## src/rtl/core/assert_macros.svh

```systemverilog
// Assertion helper macros shared by the RTL.
`ifndef ASSERT_MACROS_SVH
`define ASSERT_MACROS_SVH

// Property checked on every rising clock edge outside of reset.
`define ASSERT_CLK(label, prop, clk, rst_n, msg) \
  label: assert property (@(posedge clk) disable iff (!rst_n) (prop)) else $error(msg);

// Implication checked on the next clock edge outside of reset.
`define ASSERT_NEXT(label, ante, cons, clk, rst_n, msg) \
  label: assert property (@(posedge clk) disable iff (!rst_n) (ante) |=> (cons)) \
    else $error(msg);

`endif

```

## src/rtl/core/tun_pkg.sv

```systemverilog
// ----------------------------------------------------------------------------
// tun_pkg
// Types and constants shared by the triangle unit normal block.
// ----------------------------------------------------------------------------
`default_nettype none

package tun_pkg;

  localparam int unsigned CoordW = 12;
  localparam int unsigned FracW  = 14;
  localparam int unsigned OutW   = 16;
  // Edge, cross and square widths.
  localparam int unsigned EdgeW  = CoordW + 1;
  localparam int unsigned CrossW = 2 * EdgeW + 1;
  localparam int unsigned MagW   = CrossW - 1;
  localparam int unsigned SqW    = 2 * MagW;
  localparam int unsigned SumW   = SqW + 2;
  // Digit steps per component: bits FracW down to 0.
  localparam int unsigned Steps  = FracW + 1;
  localparam int unsigned QW     = FracW + 1;

  typedef struct packed {
    logic signed [CoordW-1:0] v0_x;
    logic signed [CoordW-1:0] v0_y;
    logic signed [CoordW-1:0] v0_z;
    logic signed [CoordW-1:0] v1_x;
    logic signed [CoordW-1:0] v1_y;
    logic signed [CoordW-1:0] v1_z;
    logic signed [CoordW-1:0] v2_x;
    logic signed [CoordW-1:0] v2_y;
    logic signed [CoordW-1:0] v2_z;
  } tun_req_t;

  typedef struct packed {
    logic signed [OutW-1:0] normal_x;
    logic signed [OutW-1:0] normal_y;
    logic signed [OutW-1:0] normal_z;
    logic                   degenerate;
  } tun_rsp_t;

  // Classified request handed from the front to the back.
  typedef struct packed {
    logic [2:0][MagW-1:0] mag;
    logic [2:0]           pos;
    logic [SumW-1:0]      sum;
    logic                 zero;
  } tun_job_t;

endpackage

`default_nettype wire

```

## src/rtl/core/tun_queue.sv

```systemverilog
// ----------------------------------------------------------------------------
// tun_queue
// Two-entry queue that decouples the front from the back.
// ----------------------------------------------------------------------------
`default_nettype none
`include "assert_macros.svh"

module tun_queue import tun_pkg::*; (
  input  wire logic     clk_i,
  input  wire logic     rst_ni,
  input  wire logic     push_i,
  input  wire tun_job_t data_i,
  input  wire logic     pop_i,
  output logic          valid_o,
  output tun_job_t      data_o,
  output logic [1:0]    count_o
);

  tun_job_t   mem_q [2];
  logic       wp_q, rp_q;
  logic [1:0] cnt_q;

  assign valid_o = cnt_q != 2'd0;
  assign data_o  = mem_q[rp_q];
  assign count_o = cnt_q;

  always_ff @(posedge clk_i) begin
    if (push_i) mem_q[wp_q] <= data_i;
  end

  // Pointers and fill count.
  always_ff @(posedge clk_i or negedge rst_ni) begin
    if (!rst_ni) begin
      wp_q  <= 1'b0;
      rp_q  <= 1'b0;
      cnt_q <= 2'd0;
    end else begin
      if (push_i) wp_q <= ~wp_q;
      if (pop_i) rp_q <= ~rp_q;
      cnt_q <= cnt_q + 2'(push_i) - 2'(pop_i);
    end
  end

  `ASSERT_CLK(a_no_overflow, !(push_i && !pop_i && cnt_q == 2'd2), clk_i, rst_ni, "queue overflow")
  `ASSERT_CLK(a_no_underflow, !(pop_i && cnt_q == 2'd0), clk_i, rst_ni, "queue underflow")

endmodule

`default_nettype wire

```

## config.mk

```make
export PLATFORM = sky130hd
export DESIGN_NAME = tun_queue
export DESIGN_NICKNAME = d
export VERILOG_FILES = /design/src/rtl/core/tun_pkg.sv /design/src/rtl/core/tun_queue.sv
export VERILOG_INCLUDE_DIRS = /design/src /design/src/rtl/core
export SDC_FILE = /design/constraint.sdc
export NUM_CORES = 1
export LEC_CHECK = 0
export BUFFER_PORTS_ARGS = -buffer_cell sky130_fd_sc_hd__buf_2
export CORE_MARGIN = 3
export CORE_UTILIZATION = 40
export DETAILED_ROUTE_END_ITERATION = 12
export HOLD_SLACK_MARGIN = 0.03
export PLACE_DENSITY = 0.66
export SYNTH_ARGS = -nofsm -noshare
export SYNTH_HDL_FRONTEND = slang
export SYNTH_SLANG_ARGS = --single-unit
```

## constraint.sdc

```tcl
create_clock -name clk_i -period 8.4 [get_ports clk_i]
set_clock_uncertainty 0.2 [all_clocks]
set_input_delay 1.68 -clock clk_i [delete_from_list [all_inputs] [get_ports clk_i]]
set_output_delay 1.68 -clock clk_i [all_outputs]
set_load 0.02 [all_outputs]
```

==> impl_metrics.py, run 1 <==
metrics = {
    "synth": {
        "synth_nets": 579,
        "synth-seq-cells": 276,
        "yosysMostFrequentCell": "edfxtp_1",
        "yosys_warnings": 0,
        "synthArstFlopShare_pct": 1.45,
        "ys.flop_type": "edfxtp_1",
        "synth_top_area_share_pct": 81.0,
        "avgSynthCellArea_um2": 23.1,
        "ys_top_cells_by_count": "272 x edfxtp_1, 136 x mux2_2, 10 x clkbuf_8",
        "synth.largest_area_cell": "edfxtp_1",
        "synthTopCellsByArea": "edfxtp_1 81%, mux2_2 15%, clkbuf_8 1.4%",
        "syn_inst": 437,
        "seq_area_frac_synth_pct": 82.0,
        "syn-cell-area_um2": 10100,
        "synth_cell_types": 12,
        "synth_edf_count": 272,
    },
    "job": {
        "maxCapViolations": 0,
    },
    "route": {
        "drtPass1Iterations": 4,
        "drtIter0Drc": 264,
        "drc": 0,
        "via_per_inst": 4.68,
        "vias": 5059,
        "wl_per_cell_um": 18.0,
        "antenna_left": 0,
        "wl_um": 19400,
    },
    "worst_setup_path": {
        "crit_fanout": 80,
        "r2r_start": "wp_q",
        "r2r_cells": 2,
        "endpoint_kind": "output pin",
        "path_class": "reg -> out",
        "r2r_slack_ps": 5700,
        "start_kind": "flop",
        "timing.rr.end": "mem_q[1][127]",
        "crit_arrival_ps": 3090,
        "cp.required_ps": 6520,
    },
    "placed_design": {
        "io_buffers": 278,
        "dp_hpwl_um": 12700,
        "place_inst": 1028,
        "gp_congestion": 0.734,
        "placed_area_um2": 11700,
    },
    "timing": {
        "slew_headroom_pct": 26.8,
        "final_hold_viol_count": 0,
        "tns_ps": 0,
        "finalCritPeriodShare_pct": 59.1,
        "worst-slew-pin-transition_ps": 1100,
        "finalSetupViolations": 0,
        "rsz0062_at_grt": "false",
        "period_needed_ps": 4970,
        "max_freq_mhz": 201,
        "whs_ps": 347,
        "slew_viol_final": 0,
    },
    "global_route": {
        "grt_pass1_wl_um": 28700,
        "grt_usage_pct": 13.5,
        "grt-ovfl-total": 0,
        "grt_pass1_vias": 5478,
        "grt_max_degree": 81,
        "antenna_found_initial": 0,
    },
    "clock_network": {
        "h-tree-depth": 1,
        "clock_path_buffers": 3,
        "clock_latency_ps": 520,
        "clkSinkCount": 276,
        "cts_buffers": 29,
        "hold_buffers": 0,
        "post_cts_buffers": 0,
        "clkSlewWorstSetupHoldPaths_ps": 60,
        "post_cts_resized": 0,
        "cts_tree": "done",
        "cts-root-buf": "clkbuf_16",
    },
    "final_layout": {
        "fillers": 2019,
        "antenna_cells": 0,
        "stdcell_count": 1081,
        "drive_gt1_share_pct": 61.3,
        "fin_area_um2": 12600,
        "fin_nets": 877,
        "synthToLayoutAreaGrowth_pct": 25.1,
    },
    "worst_hold_path": {
        "min-delay-start": "wp_q",
        "min_path_cells": 1,
        "hold_end": "wp_q",
        "hp-class": "reg -> reg",
    },
    "floorplan": {
        "die_h_um": 165,
        "initial_core_util_pct": 41.1,
        "core_area_um2": 24500,
        "die_w_um": 165,
        "rows": 57,
        "io_pins": 279,
        "die-area_um2": 27200,
    },
    "power": {
        "vdd_drop_max_mv": 0.226,
        "p_per_area_nw_per_um2": 354,
        "p_leak_nw": 4.75,
    },
    "outcome": {
        "status": "finished, final reports clean",
    },
}
==> worst max path at each step <==
stage               startpoint          end  slack, ps  cells past startpoint
global route              rp_q  data_o[130]       3260                      3
detailed placement        rp_q  data_o[130]       3930                      3
global placement          rp_q   data_o[25]       3990                      3
finish                    rp_q  data_o[114]       3430                      3
floorplan               push_i  mem_q[0][0]       2540                      1
CTS                       rp_q  data_o[130]       3330                      3
==> kinds of logic (layout without fill, tap and decap cells) <==
family / after synthesis / count (layout) / synth area share, %
flip-flops: 276 / 276 / 82.0
multiplexers: 136 / 136 / 15.2
buffers and inverters: 17 / 337 / 2.00
XOR/XNOR: 3 / 3 / 0.409
AND/OR/NAND/NOR: 3 / 3 / 0.186
adder cells (fa/ha/maj): 2 / 2 / 0.248
==> worst max-delay path, stage by stage (launching register included) <==
cell     delay [ps]
dfrtp_4         930
buf_4           880
mux2_2          430
buf_2           160
==> through the flow <==
step	power (mW)	util [%]	setup WS, ps
2_1_floorplan	2.96	-	2540
3_3_place_gp	3.31	47.8	3990
3_5_place_dp	3.34	47.8	3930
4_1_cts	4.53	51.4	3330
5_1_grt	4.68	51.4	3260
6_report	4.46	51.4	3430
==> cell usage in the layout (no fill, tap or decap), drive strengths merged <==
master and count:
dfrtp 4, edfxtp 272, xor3 1, nor2b 1
xor2 2, clkinv 15, bufinv 2, mux2 136
or2 1, buf 282, inv 2, ha 2
clkinvlp 1, and2 1, clkbuf 35
==> per-layer routing <==
metal,wire [µm],vias to the layer above,GRT usage [%]
met3,1730,34,4.29
met4,506,0,3.81
met5,0,-,0
met2,9840,199,24.4
li1,-,2338,-
met1,7330,2488,15.2
==> sequential cells by signal, indices dropped and copies added, names as in the netlist <==
signal	cells
mem_q	272
rp_q	1
count_o	2
wp_q	1
==> where the power goes <==
part / total (mW) / internal [mW] / switching, mW
clock network: 1.18 / 0.693 / 0.486
registers: 1.94 / 1.83 / 0.112
logic: 1.34 / 0.532 / 0.807
==> layout make-up <==
class                   instances  area, µm²  share of cell area, %
well taps                     324        405                   3.21
clock inverters                18        140                   1.11
repair buffers                282       1420                   11.3
flip-flops and latches        276       8270                   65.5
inverters                       2       7.51                 0.0595
clock buffers                  35        748                   5.93
multi-input cells             144       1630                   12.9
Power figures use the tool's default switching activity.
==> run 2: changes to the inputs <==
--- a/config.mk
+++ b/config.mk
@@ -11,7 +11,7 @@
 export CORE_UTILIZATION = 40
 export DETAILED_ROUTE_END_ITERATION = 12
 export HOLD_SLACK_MARGIN = 0.03
-export PLACE_DENSITY = 0.66
+export PLACE_DENSITY = 0.68
 export SYNTH_ARGS = -nofsm -noshare
 export SYNTH_HDL_FRONTEND = slang
 export SYNTH_SLANG_ARGS = --single-unit
==> constraint.sdc (replaced) <==
create_clock -name clk_i -period 4.3 [get_ports clk_i]
set_clock_uncertainty 0.2 [all_clocks]
set_input_delay 0.86 -clock clk_i [delete_from_list [all_inputs] [get_ports clk_i]]
set_output_delay 0.86 -clock clk_i [all_outputs]
set_load 0.02 [all_outputs]
==> run 2 against run 1 <==
  * Final area grew 0.11%
  * Highest routed layer is now met5
  * Wire length shrank 2.3%
  * Clock power rose by 86%
  * Final cell count hardly changed
  * Critical path type unchanged
  * Largest cell class unchanged
  * Sequential power increased by 90%
==> impl_metrics.py, run 2 (synthesis gave the netlist of run 1 again) <==
metrics = {
    "worst_setup_path": {
        "cp.required_ps": 3240,
        "crit_arrival_ps": 2110,
        "path_cells": "buf_4 -> mux2_2 -> buf_2",
        "timing.rr.end": "mem_q[0][84]",
        "slowest_delay_ps": 520,
        "critPathSlowestCell": "buf_4",
        "endpoint_kind": "output pin",
        "r2r_start": "wp_q",
        "r2r_cells": 2,
        "r2r_slack_ps": 2430,
        "path_class": "reg -> out",
        "start_kind": "flop",
        "crit_fanout": 51,
    },
    "placed_design": {
        "dp_hpwl_um": 12200,
        "gp_congestion": 0.705,
        "io_buffers": 278,
    },
    "clock_network": {
        "clkSlewWorstSetupHoldPaths_ps": 60,
        "cts-root-buf": "clkbuf_16",
        "clock_latency_ps": 520,
        "post_cts_resized": 0,
        "cts_tree": "done",
        "clkSinkCount": 276,
        "cts_buffers": 28,
        "clock_path_buffers": 3,
        "h-tree-depth": 1,
    },
    "final_layout": {
        "largest_register_ffs": 272,
        "synthToLayoutAreaGrowth_pct": 25.3,
        "fin_nets": 878,
        "regArea_um2": 8270,
        "fillers": 2046,
        "top_register": "mem_q",
        "multi_input_area_um2": 1630,
        "layout_common_cells": "278 x buf_2, 272 x edfxtp_1, 136 x mux2_2",
        "drive_gt1_share_pct": 60.6,
        "mostFrequentLayoutCell": "buf_2",
    },
    "power": {
        "p_leak_nw": 4.74,
        "seqPwrFrac_pct": 42.8,
        "power.share.combinational_pct": 31.7,
        "swShare_pct": 31.4,
        "intPower_mw": 5.92,
        "p_per_area_nw_per_um2": 683,
        "switchingPower_mw": 2.71,
        "vdd_drop_max_mv": 0.433,
        "pwr-share-clk_pct": 25.5,
    },
    "global_route": {
        "grt_max_degree": 137,
        "grt-ovfl-total": 0,
        "grt_usage_pct": 13.2,
        "grt_pass1_wl_um": 27900,
        "grt_pass1_vias": 5226,
        "antenna_found_initial": 2,
    },
    "route": {
        "drc": 0,
        "drtIter0Drc": 262,
        "wl_per_cell_um": 17.5,
        "wl_um": 19000,
        "vias": 5059,
        "drtPass1Iterations": 4,
        "via_per_inst": 4.68,
        "antenna_left": 0,
    },
    "timing": {
        "slew_viol_final": 0,
        "finalSetupViolations": 0,
        "rsz0062_at_grt": "false",
        "tns_ps": 0,
        "slew_headroom_pct": 41.3,
        "period_needed_ps": 3170,
        "finalCritPeriodShare_pct": 73.7,
        "whs_ps": 315,
        "max_freq_mhz": 315,
        "final_hold_viol_count": 0,
        "worst-slew-pin-transition_ps": 881,
    },
    "worst_hold_path": {
        "min-delay-start": "data_i[11]",
        "hold_end": "mem_q[0][11]",
        "min_path_cells": 1,
        "hp-class": "in -> reg",
    },
    "floorplan": {
        "core_area_um2": 24500,
        "die_w_um": 165,
        "die_h_um": 165,
        "rows": 57,
        "die-area_um2": 27200,
        "initial_core_util_pct": 41.1,
        "io_pins": 279,
    },
    "job": {
        "maxCapViolations": 0,
    },
    "outcome": {
        "status": "finished, final reports clean",
    },
}
==> run 2: changes by cell type in the layout (fill, tap and decap cells not counted), sizes merged <==
cell         change
dlygate4sd3      +1
bufinv           -1
clkbuf           -1
diode            +1
buf              +1
==> run 2: worst max-delay path by stage <==
| stage | slack (ps) | endpoint | startpoint |
|---|---|---|---|
| 6_report | 1130 | data_o[86] | rp_q |
| 5_1_grt | 1020 | data_o[34] | rp_q |
| 4_1_cts | 1090 | data_o[86] | rp_q |
| 3_5_place_dp | 1670 | data_o[86] | rp_q |
| 3_3_place_gp | 1690 | data_o[10] | rp_q |
| 2_1_floorplan | 760 | mem_q[0][0] | push_i |
==> run 2: power by group through the flow <==
stage	clock network, mW	logic (mW)	registers [mW]
6_report	2.20	2.74	3.69
5_1_grt	2.38	2.93	3.74
3_3_place_gp	0	2.77	3.73
4_1_cts	2.28	2.80	3.70
3_5_place_dp	0	2.78	3.76
2_1_floorplan	0	2.01	3.74
==> run 2: per-layer routing <==
layer / share of wire, % / track usage [%] / vias to the layer above
met1: 38 / 15.8 / 2458
met5: 0.11 / 0 / -
met4: 3.6 / 4.61 / 4
li1: - / - / 2347
met2: 49 / 22.5 / 200
met3: 8.8 / 4.39 / 50
==> run 2: critical path, delay by kind of cell, from the launching register on <==
family   cells  cell delay (ps)
buf+inv      2              680
flops        1              420
mux          1              420
==> run 2: layout make-up <==
type | count | area share [%]
Antenna cell | 1 | 0.0198
Tap cell | 324 | 3.21
Clock buffer | 34 | 5.89
Multi-Input combinational cell | 144 | 12.9
Clock inverter | 17 | 0.792
Timing Repair Buffer | 284 | 11.7
Inverter | 2 | 0.0594
Sequential cell | 276 | 65.5
==> run 2: metrics by stage <==
| stage | std cells | util (%) | power, mW | worst slack (ps) | cell area (µm²) |
|---|---|---|---|---|---|
| 3_3_place_gp | 1029 | 48.0 | 6.50 | 1690 | 11800 |
| 3_5_place_dp | 1029 | 48.0 | 6.54 | 1670 | 11800 |
| 2_1_floorplan | 437 | - | 5.76 | 764 | 10100 |
| 4_1_cts | 1081 | 51.5 | 8.78 | 1090 | 12600 |
| 5_1_grt | 1081 | 51.5 | 9.05 | 1020 | 12600 |
| 6_report | 1082 | 51.5 | 8.63 | 1130 | 12600 |
==> run 2: what timing repair did <==
action                                  CTS  global route
setup buffers                             0             0
endpoints found under the setup margin    0             0
endpoints found under the hold margin     4             0
hold buffers                              1             0
==> run 3: changes to the inputs <==
--- a/config.mk
+++ b/config.mk
@@ -6,6 +6,7 @@
 export SDC_FILE = /design/constraint.sdc
 export NUM_CORES = 1
 export LEC_CHECK = 0
+export ABC_AREA = 1
 export BUFFER_PORTS_ARGS = -buffer_cell sky130_fd_sc_hd__buf_2
 export CORE_MARGIN = 3
 export CORE_UTILIZATION = 40
==> constraint.sdc (replaced) <==
create_clock -name clk_i -period 2.8 [get_ports clk_i]
set_clock_uncertainty 0.2 [all_clocks]
set_input_delay 0.56 -clock clk_i [delete_from_list [all_inputs] [get_ports clk_i]]
set_output_delay 0.56 -clock clk_i [all_outputs]
set_load 0.02 [all_outputs]
==> run 3 against run 2 <==
  * Area after synthesis grew 1.4%
  * Hold slack lost 150 ps
  * Count of clock-buffer cells in the layout is the same
  * Sequential power grew 55%
  * Largest power group unchanged
  * Sequential cell count is the same
  * Final area grew 14%
==> impl_metrics.py, run 3 <==
metrics = {
    "route": {
        "antenna_left": 0,
        "vias": 6795,
        "wl_um": 22600,
        "drtIter0Drc": 469,
        "drc": 0,
        "wl_per_cell_um": 15.0,
        "via_per_inst": 4.50,
        "drtPass1Iterations": 5,
    },
    "final_layout": {
        "drive_gt1_share_pct": 28.3,
        "synthToLayoutAreaGrowth_pct": 40.8,
        "top_register": "mem_q",
        "stdcell_count": 1510,
        "fillers": 1908,
        "mostFrequentLayoutCell": "buf_2",
        "layout_common_cells": "278 x buf_2, 272 x edfxtp_1, 142 x nand2_1",
        "finish.utilization_pct": 58.2,
        "fin_nets": 1307,
        "largest_register_ffs": 272,
    },
    "worst_setup_path": {
        "r2r_cells": 3,
        "start_kind": "flop",
        "r2r_start": "wp_q",
        "path_class": "reg -> out",
        "crit_fanout": 69,
        "endpoint_kind": "output pin",
        "crit_arrival_ps": 1950,
        "r2r_slack_ps": 990,
        "timing.rr.end": "mem_q[1][122]",
        "cp.required_ps": 2040,
    },
    "placed_design": {
        "gp_congestion": 0.759,
        "io_buffers": 278,
        "dp_hpwl_um": 13500,
        "place_inst": 1316,
    },
    "global_route": {
        "grt_max_degree": 108,
        "antenna_found_initial": 3,
        "grt_pass1_vias": 6792,
        "grt-ovfl-total": 0,
        "grt_pass1_wl_um": 35200,
        "grt_usage_pct": 15.6,
    },
    "floorplan": {
        "core_area_um2": 24700,
        "die_h_um": 166,
        "initial_core_util_pct": 41.3,
        "io_pins": 279,
        "rows": 57,
        "die-area_um2": 27500,
        "die_w_um": 166,
    },
    "clock_network": {
        "clock_path_buffers": 3,
        "h-tree-depth": 1,
        "cts_buffers": 29,
        "cts_tree": "done",
        "clkSinkCount": 276,
        "clkSlewWorstSetupHoldPaths_ps": 50,
        "clock_latency_ps": 520,
        "cts-root-buf": "clkbuf_16",
    },
    "synth": {
        "syn_inst": 734,
        "synth.largest_area_cell": "edfxtp_1",
        "synthArstFlopShare_pct": 1.45,
        "synth-seq-cells": 276,
        "avgSynthCellArea_um2": 13.9,
        "synth_edf_count": 272,
        "seq_area_frac_synth_pct": 80.9,
        "synth_nets": 876,
        "synthTopCellsByArea": "edfxtp_1 80%, o21ai_0 6.6%, inv_1 5.2%",
        "ys.flop_type": "edfxtp_1",
        "synth_cell_types": 12,
        "ys_top_cells_by_count": "272 x edfxtp_1, 143 x inv_1, 143 x nand2_1",
        "yosysMostFrequentCell": "edfxtp_1",
        "syn-cell-area_um2": 10200,
        "synth_top_area_share_pct": 79.9,
        "yosys_warnings": 0,
    },
    "timing": {
        "slew_headroom_pct": 69.5,
        "rsz0062_at_grt": "false",
        "slew_viol_final": 0,
        "max_freq_mhz": 369,
        "tns_ps": 0,
        "finalSetupViolations": 0,
        "finalCritPeriodShare_pct": 96.7,
        "worst-slew-pin-transition_ps": 458,
        "whs_ps": 167,
        "final_hold_viol_count": 0,
        "period_needed_ps": 2710,
    },
    "outcome": {
        "status": "finished, final reports clean",
    },
    "power": {
        "p_leak_nw": 6.12,
        "vdd_drop_max_mv": 0.756,
        "p_per_area_nw_per_um2": 979,
        "power_mw": 14.1,
    },
    "job": {
        "maxCapViolations": 0,
    },
    "worst_hold_path": {
        "hp-class": "in -> async",
    },
}
[run 3: final cells by class]
type | instances | area, µm² | area share (%)
Multi-Input combinational cell | 285 | 1290 | 8.98
Tap cell | 324 | 405 | 2.82
Timing Repair Buffer | 430 | 3000 | 20.8
Clock buffer | 34 | 744 | 5.17
Sequential cell | 276 | 8270 | 57.5
Clock inverter | 14 | 120 | 0.834
Antenna cell | 4 | 10.0 | 0.0695
Inverter | 143 | 553 | 3.84
[run 3: per-stage QoR]
step	setup slack, ps	instance area (µm²)
2_1_floorplan	-401	10300
3_3_place_gp	557	12100
3_5_place_dp	540	12100
4_1_cts	7.91	14300
5_1_grt	27.1	14400
6_report	92.7	14400
[run 3: worst max-delay path by stage]
stage                        endpoint  slack [ps]  cells past startpoint   start
after global placement     data_o[56]         560                      3    rp_q
after CTS                  data_o[57]           8                      3    rp_q
final                      data_o[47]          90                      3    rp_q
after floorplan           mem_q[0][0]        -400                      2  push_i
after global routing       data_o[47]          30                      3    rp_q
after detailed placement   data_o[56]         540                      4    rp_q
[run 3: kinds of logic (layout without fill, tap and decap cells)]
logic type,Yosys count,in the layout,synth area share [%]
xor gates and xnor gates,2,2,0.171
DFF,276,276,80.9
other,0,4,0
adders and majority gates,2,2,0.245
AOI/OAI and AO/OA,136,136,6.66
and+or+nand+nor,145,145,5.33
buffers and inverters,173,621,6.74
[run 3: critical path: stages (launching register included)]
cell and delay, ps:
dfrtp_4 590, buf_12 210, o21ai_0 340, buf_2 230
[run 3: per-layer routing]
layer,vias to the layer above,global-route usage [%],routed length [µm]
met1,3155,19.3,9070
li1,3349,-,-
met4,0,4.99,579
met3,47,3.76,1570
met2,244,27.2,11400
met5,-,0,0
[run 3: power by group]
part           internal [mW]  total (mW)  leakage (nW)  switching [mW]
clock network           2.06        3.50         0.425            1.44
logic                   1.51        4.87          3.09            3.37
registers               5.48        5.71          2.60           0.233
total                   9.05        14.1          6.12            5.04
[run 3: what timing repair did]
action                                  in CTS  in global routing
hold buffers                               138                  0
buffers inserted                             0                  3
gates resized for setup                      3                  1
endpoints found under the setup margin       2                 60
gates cloned                                 0                  1
hold endpoints to repair                   276                  0
